### config.mk
export PLATFORM = sky130hd
export DESIGN_NAME = bitmap_id_allocator
export DESIGN_NICKNAME = d
export VERILOG_FILES = /design/src/design/bia_pkg.sv /design/src/design/bitmap_id_allocator.sv /design/src/design/bia_map.sv /design/src/design/bia_lowbit.sv
export SDC_FILE = /design/constraint.sdc
export NUM_CORES = 1
export LEC_CHECK = 0
export BUFFER_PORTS_ARGS = -buffer_cell sky130_fd_sc_hd__buf_2
export CAP_MARGIN = 5
export CORE_AREA = 8 8 415 417
export DETAILED_ROUTE_END_ITERATION = 16
export DIE_AREA = 0 0 423 425
export HOLD_SLACK_MARGIN = 0.05
export PLACE_DENSITY = 0.57
export REMOVE_ABC_BUFFERS = 1
export SLEW_MARGIN = 25
export SYNTH_ARGS = -nofsm -noshare
export SYNTH_HDL_FRONTEND = slang
export SYNTH_SLANG_ARGS = --single-unit
### constraint.sdc
create_clock -name clk -period 4.15 [get_ports clk]
set_input_delay 0.415 -clock clk [delete_from_list [all_inputs] [get_ports clk]]
set_output_delay 0.415 -clock clk [all_outputs]
set_load 0.03 [all_outputs]
### src/design/bia_pkg.sv
// Shared types and constants for the bitmap identifier allocator.
// No dependencies; used by bitmap_id_allocator and bia_map.
package bia_pkg;

  localparam int ID_W  = 10;
  localparam int ACT_W = 2;
  localparam int ST_W  = 3;

  localparam logic [ACT_W-1:0] ACT_INIT  = 2'd0;
  localparam logic [ACT_W-1:0] ACT_ALLOC = 2'd1;
  localparam logic [ACT_W-1:0] ACT_FREE  = 2'd2;

  localparam logic [ST_W-1:0] ST_ALLOC = 3'd0;
  localparam logic [ST_W-1:0] ST_EMPTY = 3'd1;
  localparam logic [ST_W-1:0] ST_FREED = 3'd2;
  localparam logic [ST_W-1:0] ST_RANGE = 3'd3;
  localparam logic [ST_W-1:0] ST_INIT  = 3'd4;

  localparam logic [ID_W-1:0] POOL_RESET = 10'd1023;

  typedef struct packed {
    logic wr_en;
    logic init;
  } map_ctl_t;

endpackage

### src/design/bitmap_id_allocator.sv
// Bitmap identifier allocator: sequencer over a one-port bitmap memory.
// Init passes through S_INIT; free steps S_FIND up to the word of free_id, then
// S_FMOD sets its bit; allocate scans active words, one word per cycle.
// One item at a time; a waiting result does not block the next accept.
// Synchronous reset: every identifier taken, search word 0, pool_size 1023.
module bitmap_id_allocator #(
  parameter int WORD_BITS = 32,
  parameter int NUM_WORDS = 32
) (
  input  logic                       clk,
  input  logic                       rst,
  input  logic                       in_valid,
  output logic                       in_stall,
  input  logic [bia_pkg::ACT_W-1:0]  action,
  input  logic [bia_pkg::ID_W-1:0]   free_id,
  output logic                       out_valid,
  input  logic                       out_stall,
  output logic [bia_pkg::ID_W-1:0]   id,
  output logic [bia_pkg::ST_W-1:0]   status,
  input  logic                       cfg_valid,
  output logic                       cfg_ready,
  input  logic [bia_pkg::ID_W-1:0]   cfg_data
);

  localparam int AW       = NUM_WORDS > 1 ? $clog2(NUM_WORDS) : 1;
  localparam int BIT_W    = $clog2(WORD_BITS);
  localparam int BW       = $clog2(NUM_WORDS * WORD_BITS + 1);
  localparam int CW       = (BW > bia_pkg::ID_W ? BW : bia_pkg::ID_W) + 1;
  localparam int MAP_BITS = NUM_WORDS * WORD_BITS;

  typedef enum logic [7:0] {
    S_IDLE  = 8'b0000_0001,
    S_INIT  = 8'b0000_0010,
    S_SCAN  = 8'b0000_0100,
    S_EMPTY = 8'b0000_1000,
    S_ALLOC = 8'b0001_0000,
    S_FIND  = 8'b0010_0000,
    S_FMOD  = 8'b0100_0000,
    S_RANGE = 8'b1000_0000
  } state_t;

  state_t                   state;
  logic [bia_pkg::ID_W-1:0] pool_size;
  logic [AW-1:0]            search_word;
  logic [AW-1:0]            cur_w;
  logic [AW-1:0]            start_w;
  logic [AW-1:0]            chk_w;
  logic                     chk_vld;
  logic                     chk_last;
  logic                     iss_done;
  logic [AW-1:0]            alloc_w;
  logic [WORD_BITS-1:0]     word_q;
  logic [bia_pkg::ID_W-1:0] fid_q;
  logic [CW-1:0]            fbase;

  bia_pkg::map_ctl_t        ctl;
  logic [AW-1:0]            wr_addr;
  logic [WORD_BITS-1:0]     wr_data;
  logic [WORD_BITS-1:0]     rd_word;
  logic [BIT_W-1:0]         low_idx;
  logic [WORD_BITS-1:0]     low_cleared;
  logic [WORD_BITS-1:0]     set_word;
  logic [BIT_W-1:0]         bit_off;
  logic [CW-1:0]            fdiff;
  logic [CW-1:0]            alloc_id;
  logic [AW-1:0]            nxt_w;
  logic [AW:0]              sw_inc;
  logic                     out_free;
  logic                     out_load;
  logic                     in_acc;

  function automatic logic active_word(input logic [AW:0] w,
                                       input logic [bia_pkg::ID_W-1:0] p);
    logic [CW-1:0] prod;
    prod = CW'(w) * CW'(WORD_BITS);
    return (w < (AW+1)'(NUM_WORDS)) && (prod <= CW'(p));
  endfunction

  function automatic logic [AW-1:0] next_word(input logic [AW-1:0] w,
                                              input logic [bia_pkg::ID_W-1:0] p);
    logic [AW:0] nw;
    nw = {1'b0, w} + (AW+1)'(1);
    return active_word(nw, p) ? nw[AW-1:0] : '0;
  endfunction

  bia_map #(
    .WORD_BITS (WORD_BITS),
    .NUM_WORDS (NUM_WORDS),
    .AW        (AW)
  ) u_map (
    .clk       (clk),
    .rst       (rst),
    .ctl       (ctl),
    .init_pool (pool_size),
    .rd_addr   (cur_w),
    .wr_addr   (wr_addr),
    .wr_data   (wr_data),
    .rd_word   (rd_word)
  );

  bia_lowbit #(
    .WORD_BITS (WORD_BITS)
  ) u_lowbit (
    .word    (word_q),
    .bit_idx (low_idx),
    .cleared (low_cleared)
  );

  assign in_stall  = (state != S_IDLE);
  assign cfg_ready = 1'b1;
  assign in_acc    = in_valid && !in_stall;
  assign out_free  = !out_valid || !out_stall;
  assign out_load  = out_free && (state inside {S_INIT, S_EMPTY, S_ALLOC, S_FMOD, S_RANGE});

  always_comb begin
    fdiff   = CW'(fid_q) - fbase;
    bit_off = fdiff[BIT_W-1:0];
    for (int i = 0; i < WORD_BITS; i++) begin
      set_word[i] = rd_word[i] | (bit_off == BIT_W'(i));
    end
    alloc_id = CW'(alloc_w) * CW'(WORD_BITS) + CW'(low_idx);
    nxt_w    = next_word(cur_w, pool_size);
    sw_inc   = {1'b0, search_word} + (AW+1)'(1);
  end

  always_comb begin
    ctl.wr_en = 1'b0;
    ctl.init  = 1'b0;
    wr_addr   = cur_w;
    wr_data   = set_word;
    case (state)
      S_INIT: begin
        ctl.init = out_free;
      end
      S_ALLOC: begin
        ctl.wr_en = out_free;
        wr_addr   = alloc_w;
        wr_data   = low_cleared;
      end
      S_FMOD: begin
        ctl.wr_en = out_free;
      end
      default: begin
      end
    endcase
  end

  always_ff @(posedge clk) begin
    if (rst) begin
      state       <= S_IDLE;
      pool_size   <= bia_pkg::POOL_RESET;
      search_word <= '0;
      out_valid   <= 1'b0;
      chk_vld     <= 1'b0;
      iss_done    <= 1'b0;
    end else begin
      if (cfg_valid && cfg_ready) begin
        pool_size <= cfg_data;
      end
      if (out_valid && !out_stall && !out_load) begin
        out_valid <= 1'b0;
      end
      case (state)
        S_IDLE: begin
          if (in_acc) begin
            case (action)
              bia_pkg::ACT_INIT: begin
                state <= S_INIT;
              end
              bia_pkg::ACT_ALLOC: begin
                if (active_word({1'b0, search_word}, pool_size)) begin
                  cur_w   <= search_word;
                  start_w <= search_word;
                end else begin
                  cur_w   <= '0;
                  start_w <= '0;
                end
                chk_vld  <= 1'b0;
                iss_done <= 1'b0;
                state    <= S_SCAN;
              end
              bia_pkg::ACT_FREE: begin
                if (free_id >= pool_size || CW'(free_id) >= CW'(MAP_BITS)) begin
                  state <= S_RANGE;
                end else begin
                  fid_q <= free_id;
                  cur_w <= '0;
                  fbase <= '0;
                  state <= S_FIND;
                end
              end
              default: begin
              end
            endcase
          end
        end
        S_INIT: begin
          if (out_free) begin
            search_word <= '0;
            out_valid   <= 1'b1;
            id          <= '0;
            status      <= bia_pkg::ST_INIT;
            state       <= S_IDLE;
          end
        end
        S_SCAN: begin
          if (chk_vld && rd_word != '0) begin
            word_q  <= rd_word;
            alloc_w <= chk_w;
            state   <= S_ALLOC;
          end else if (chk_vld && chk_last) begin
            state <= S_EMPTY;
          end else if (!iss_done) begin
            chk_vld  <= 1'b1;
            chk_w    <= cur_w;
            chk_last <= (nxt_w == start_w);
            iss_done <= (nxt_w == start_w);
            cur_w    <= nxt_w;
          end else begin
            chk_vld <= 1'b0;
          end
        end
        S_EMPTY: begin
          if (out_free) begin
            out_valid <= 1'b1;
            id        <= '0;
            status    <= bia_pkg::ST_EMPTY;
            state     <= S_IDLE;
          end
        end
        S_ALLOC: begin
          if (out_free) begin
            if (low_cleared == '0) begin
              search_word <= active_word(sw_inc, pool_size) ? sw_inc[AW-1:0] : '0;
            end
            out_valid <= 1'b1;
            id        <= alloc_id[bia_pkg::ID_W-1:0];
            status    <= bia_pkg::ST_ALLOC;
            state     <= S_IDLE;
          end
        end
        S_FIND: begin
          if (CW'(fid_q) < fbase + CW'(WORD_BITS)) begin
            state <= S_FMOD;
          end else begin
            cur_w <= cur_w + AW'(1);
            fbase <= fbase + CW'(WORD_BITS);
          end
        end
        S_FMOD: begin
          if (out_free) begin
            out_valid <= 1'b1;
            id        <= '0;
            status    <= bia_pkg::ST_FREED;
            state     <= S_IDLE;
          end
        end
        S_RANGE: begin
          if (out_free) begin
            out_valid <= 1'b1;
            id        <= '0;
            status    <= bia_pkg::ST_RANGE;
            state     <= S_IDLE;
          end
        end
        default: begin
          state <= S_IDLE;
        end
      endcase
    end
  end

endmodule

### src/design/bia_map.sv
// Free bitmap storage: word memory, per-word valid bits and init pattern.
// Depends on bia_pkg for the control struct and identifier width.
module bia_map #(
  parameter int WORD_BITS = 32,
  parameter int NUM_WORDS = 32,
  parameter int AW        = 5
) (
  input  logic                      clk,
  input  logic                      rst,
  input  bia_pkg::map_ctl_t         ctl,
  input  logic [bia_pkg::ID_W-1:0]  init_pool,
  input  logic [AW-1:0]             rd_addr,
  input  logic [AW-1:0]             wr_addr,
  input  logic [WORD_BITS-1:0]      wr_data,
  output logic [WORD_BITS-1:0]      rd_word
);

  localparam int BW = $clog2(NUM_WORDS * WORD_BITS + 1);
  localparam int CW = (BW > bia_pkg::ID_W ? BW : bia_pkg::ID_W) + 1;

  logic [WORD_BITS-1:0]     mem [NUM_WORDS];
  logic [NUM_WORDS-1:0]     vld;
  logic [WORD_BITS-1:0]     rdata;
  logic                     rd_vld;
  logic [AW-1:0]            rd_addr_q;
  logic [bia_pkg::ID_W-1:0] pool_q;
  logic [CW-1:0]            base;
  logic [CW-1:0]            pool_ext;
  logic [CW-1:0]            rem;
  logic [WORD_BITS-1:0]     pat;

  always_ff @(posedge clk) begin
    if (ctl.wr_en) begin
      mem[wr_addr] <= wr_data;
    end
    rdata     <= mem[rd_addr];
    rd_vld    <= vld[rd_addr];
    rd_addr_q <= rd_addr;
  end

  always_ff @(posedge clk) begin
    if (rst) begin
      vld    <= '0;
      pool_q <= '0;
    end else if (ctl.init) begin
      vld    <= '0;
      pool_q <= init_pool;
    end else if (ctl.wr_en) begin
      vld[wr_addr] <= 1'b1;
    end
  end

  always_comb begin
    base     = CW'(rd_addr_q) * CW'(WORD_BITS);
    pool_ext = CW'(pool_q);
    rem      = (pool_ext > base) ? (pool_ext - base) : '0;
    for (int i = 0; i < WORD_BITS; i++) begin
      pat[i] = rem > CW'(i);
    end
  end

  assign rd_word = rd_vld ? rdata : pat;

endmodule

### src/design/bia_lowbit.sv
// Lowest-set-bit finder: bit index and word with that bit cleared.
// No package dependencies.
module bia_lowbit #(
  parameter int WORD_BITS = 32
) (
  input  logic [WORD_BITS-1:0]         word,
  output logic [$clog2(WORD_BITS)-1:0] bit_idx,
  output logic [WORD_BITS-1:0]         cleared
);

  localparam int BIT_W = $clog2(WORD_BITS);

  logic [WORD_BITS-1:0] low;

  always_comb begin
    low     = word & (~word + WORD_BITS'(1));
    cleared = word & ~low;
    bit_idx = '0;
    for (int i = 0; i < WORD_BITS; i++) begin
      if (low[i]) begin
        bit_idx = bit_idx | BIT_W'(i);
      end
    end
  end

endmodule
==> impl_metrics.toml <==
[cells_and_area]
stdcell_area_sq_um = 58000
final_common_cell = "edfxtp_1"
mostFrequentLayoutCells = "edfxtp_1 (1107), mux2i_1 (275), nand2_1 (225)"
drive_gt1_share_pct = 19.3
diodes = 0
fin_cells = 5512
nNetsFinal = 3274
syn_to_final_growth_pct = 17.9
utilization_pct = 35.0

[timing]
slew_violations = 0
max_freq_mhz = 255
whs_ns = 0.0799
slew_headroom_pct = 31.3
rsz0062_at_grt = "false"
final.setup.worst_slack_ns = 0.227
fin_crit_ns = 3.92
finalHoldViolCount = 0
worstMarginPinSlew_ns = 1.03
setup_viol = 0
fin_skew_ns = 0.0298
finalSetupTns_ns = 0
min_period_over_period_pct = 94.5

[setup_path]
crit_fanout = 6
critPathRequiredTime_ns = 4.59
crit_chain = "inv_1 -> ha_1 -> inv_1 -> fa_1 -> a21o_1 -> nor4b_2 -> o21ai_2 -> a21o_1 -> buf_4 -> o31ai_1 -> a21boi_0 -> buf_4 -> nor3_1 -> buf_4 -> nand3_1 -> a2111oi_2 -> buf_4"
path_buf_inv = 6
crit_arrival_ns = 4.36
start_kind = "flip-flop"
cp.depth = 17
worst_path_most_repeated_cell = "buf_4"
slowest_delay_ns = 0.40
r2r_end = "chk_last"
rr_worst_depth = 17
ff2ff_setup_slack_ns = 0.23
r2r_start = "u_map.pool_q[5]"
slowest_stage = "fa_1"
endpoint_kind = "flip-flop"
crit_type = "reg -> reg"
path_delay_family = "compound AO/OA/AOI/OAI gates"

[drt]
vias = 29100
wl_microns = 142000
post_drt_wl_per_cell_microns = 25.8
vias_per_cell = 5.28
drtIter0Drc = 2949
drc_errors = 0
postRouteAntennaNets = 0
drt_first_pass_iters = 5

[clocking]
cts_made_buffers = 131
ctsLongestPathBuffers = 3
clock-sinks = 1213
cts_tree = "built"
clk_latency_ns = 0.73
h-tree-depth = 4
root_buffer = "clkbuf_16"
clk_pin_slew_ns = 0.06

[global_route]
grt_pass1_vias = 28800
grt.total_usage_pct = 15.3
grt_pass1_wl_microns = 205000
globalRouteOverflowTotal = 0
grt_max_degree = 106
antenna_found_initial = 1

[floorplan]
ios = 43
dieHeight_microns = 425
die_w_microns = 423
coreArea_sq_um = 166000
start_util_pct = 29.7
rows = 150
dieArea_sq_um = 180000

[placed_design]
dpl-instance-area_sq_um = 53500
io_buffer_count = 41
gp_congestion = 0.961
dp_cells = 5258
hpwl_microns = 84500
dp_worst_setup_slack_ns = 0.228

[synth]
synth_top_cell_area_share_pct = 67.6
yosys-top-cells-area = "edfxtp_1 (68%), mux4_2 (6.0%), mux2i_1 (5.6%), dfxtp_1 (4.3%), o221ai_1 (2.9%)"
synth-edff-count = 1107
postSynth.asyncResetShare_pct = 0
synth_area_sq_um = 49200
netlist_instances = 3004
synth-main-ff-cell = "edfxtp_1"
ys_ff_latch = 1213
yosysTopAreaCell = "edfxtp_1"
yosysSeqAreaShare_pct = 71.9
avgSynthCellArea_sq_um = 16.4
synth_cell_type_count = 93
yosysWarnings = 0

[status]
status = "finished, final reports clean"

[power_and_ir_drop]
peakVddDrop_uv = 417
power.leakage_nw = 19.5
p_per_area_nw_per_um2 = 493
total_power_mw = 28.6

[worst_hold_path]
hold_end = "pool_size[7]"
min_path_cells = 3
hold_start = "cfg_data[7]"
hold_path_class = "in -> reg"

[run]
maxCapViolCount = 0
timing repair:
action,in CTS,in global routing
resized for setup,0,3
buffers inserted,0,4
setup endpoints to repair,0,10
hold buffers,15,0
endpoints found under the hold margin,15,0
where the power goes:
part,switching (mW),internal [mW]
Combinational,2.03,0.986
Clock,4.73,6.75
Sequential,0.138,14.0
Total,6.91,21.7
cells in the mapped netlist, types with 17 or more instances:
cell / number
o22ai_1: 36
inv_1: 42
o21a_1: 39
a21oi_1: 96
nand3_1: 34
mux2i_1: 275
o21ai_0: 101
nor2_1: 131
buf_1: 41
o221ai_1: 165
a31oi_1: 17
clkbuf_1: 118
mux4_2: 132
ha_1: 40
a21o_1: 18
edfxtp_1: 1107
nor3_1: 23
nand2_1: 226
dfxtp_1: 106
kinds of logic after synthesis:
| family | Yosys count | share of synthesized area [%] |
|---|---|---|
| buffers and inverters | 208 | 1.62 |
| AO/OA/AOI/OAI | 578 | 8.37 |
| flip-flops | 1213 | 71.9 |
| XOR/XNOR | 17 | 0.303 |
| multiplexers | 407 | 11.6 |
| AND/OR/NAND/NOR | 536 | 5.09 |
| adder cells (fa/ha/maj) | 44 | 1.12 |
| other | 1 | 0.00762 |
worst max path at each step:
stage	start	to
finish	u_map.pool_q[5]	chk_last
global route	u_map.pool_q[5]	chk_w[1]
CTS	u_map.pool_q[5]	chk_last
detailed placement	u_map.pool_q[5]	chk_w[1]
global placement	u_map.pool_q[5]	word_q[18]
floorplan	cur_w[0]	iss_done
final cells by class:
type,count,area [sq um]
Clock buffer,174,3610
Tap cell,2204,2760
Multi-Input combinational cell,1583,13500
Clock inverter,61,627
Inverter,43,163
Fill cell,15700,108000
Timing Repair Buffer,234,2010
Sequential cell,1213,35400
registers in the layout, indices dropped and copies added (netlist names), 7 cells and up:
register,cells
word_q,32
pool_size,10
u_map.vld,32
u_map.mem,1024
state,8
id,10
u_map.pool_q,10
fbase,7
u_map.rdata,32
fid_q,10
worst register-to-register path: cells and delay by family, from the launching register on:
kind,cells,cell delay [ns]
AO/OA/AOI/OAI,6,1.41
adder cells (fa/ha/maj),2,0.56
buffers and inverters,6,0.83
flip-flops,1,0.31
AND/OR/NAND/NOR,3,0.52
metal layers:
layer | vias up | track usage, % | share of wire, %
li1 | 12500 | - | -
met1 | 15200 | 21.0 | 43
met2 | 1162 | 24.9 | 47
met3 | 229 | 2.43 | 7.1
met4 | 0 | 4.84 | 3.0
met5 | - | 0 | 0
(Power assumes the default switching activity.)
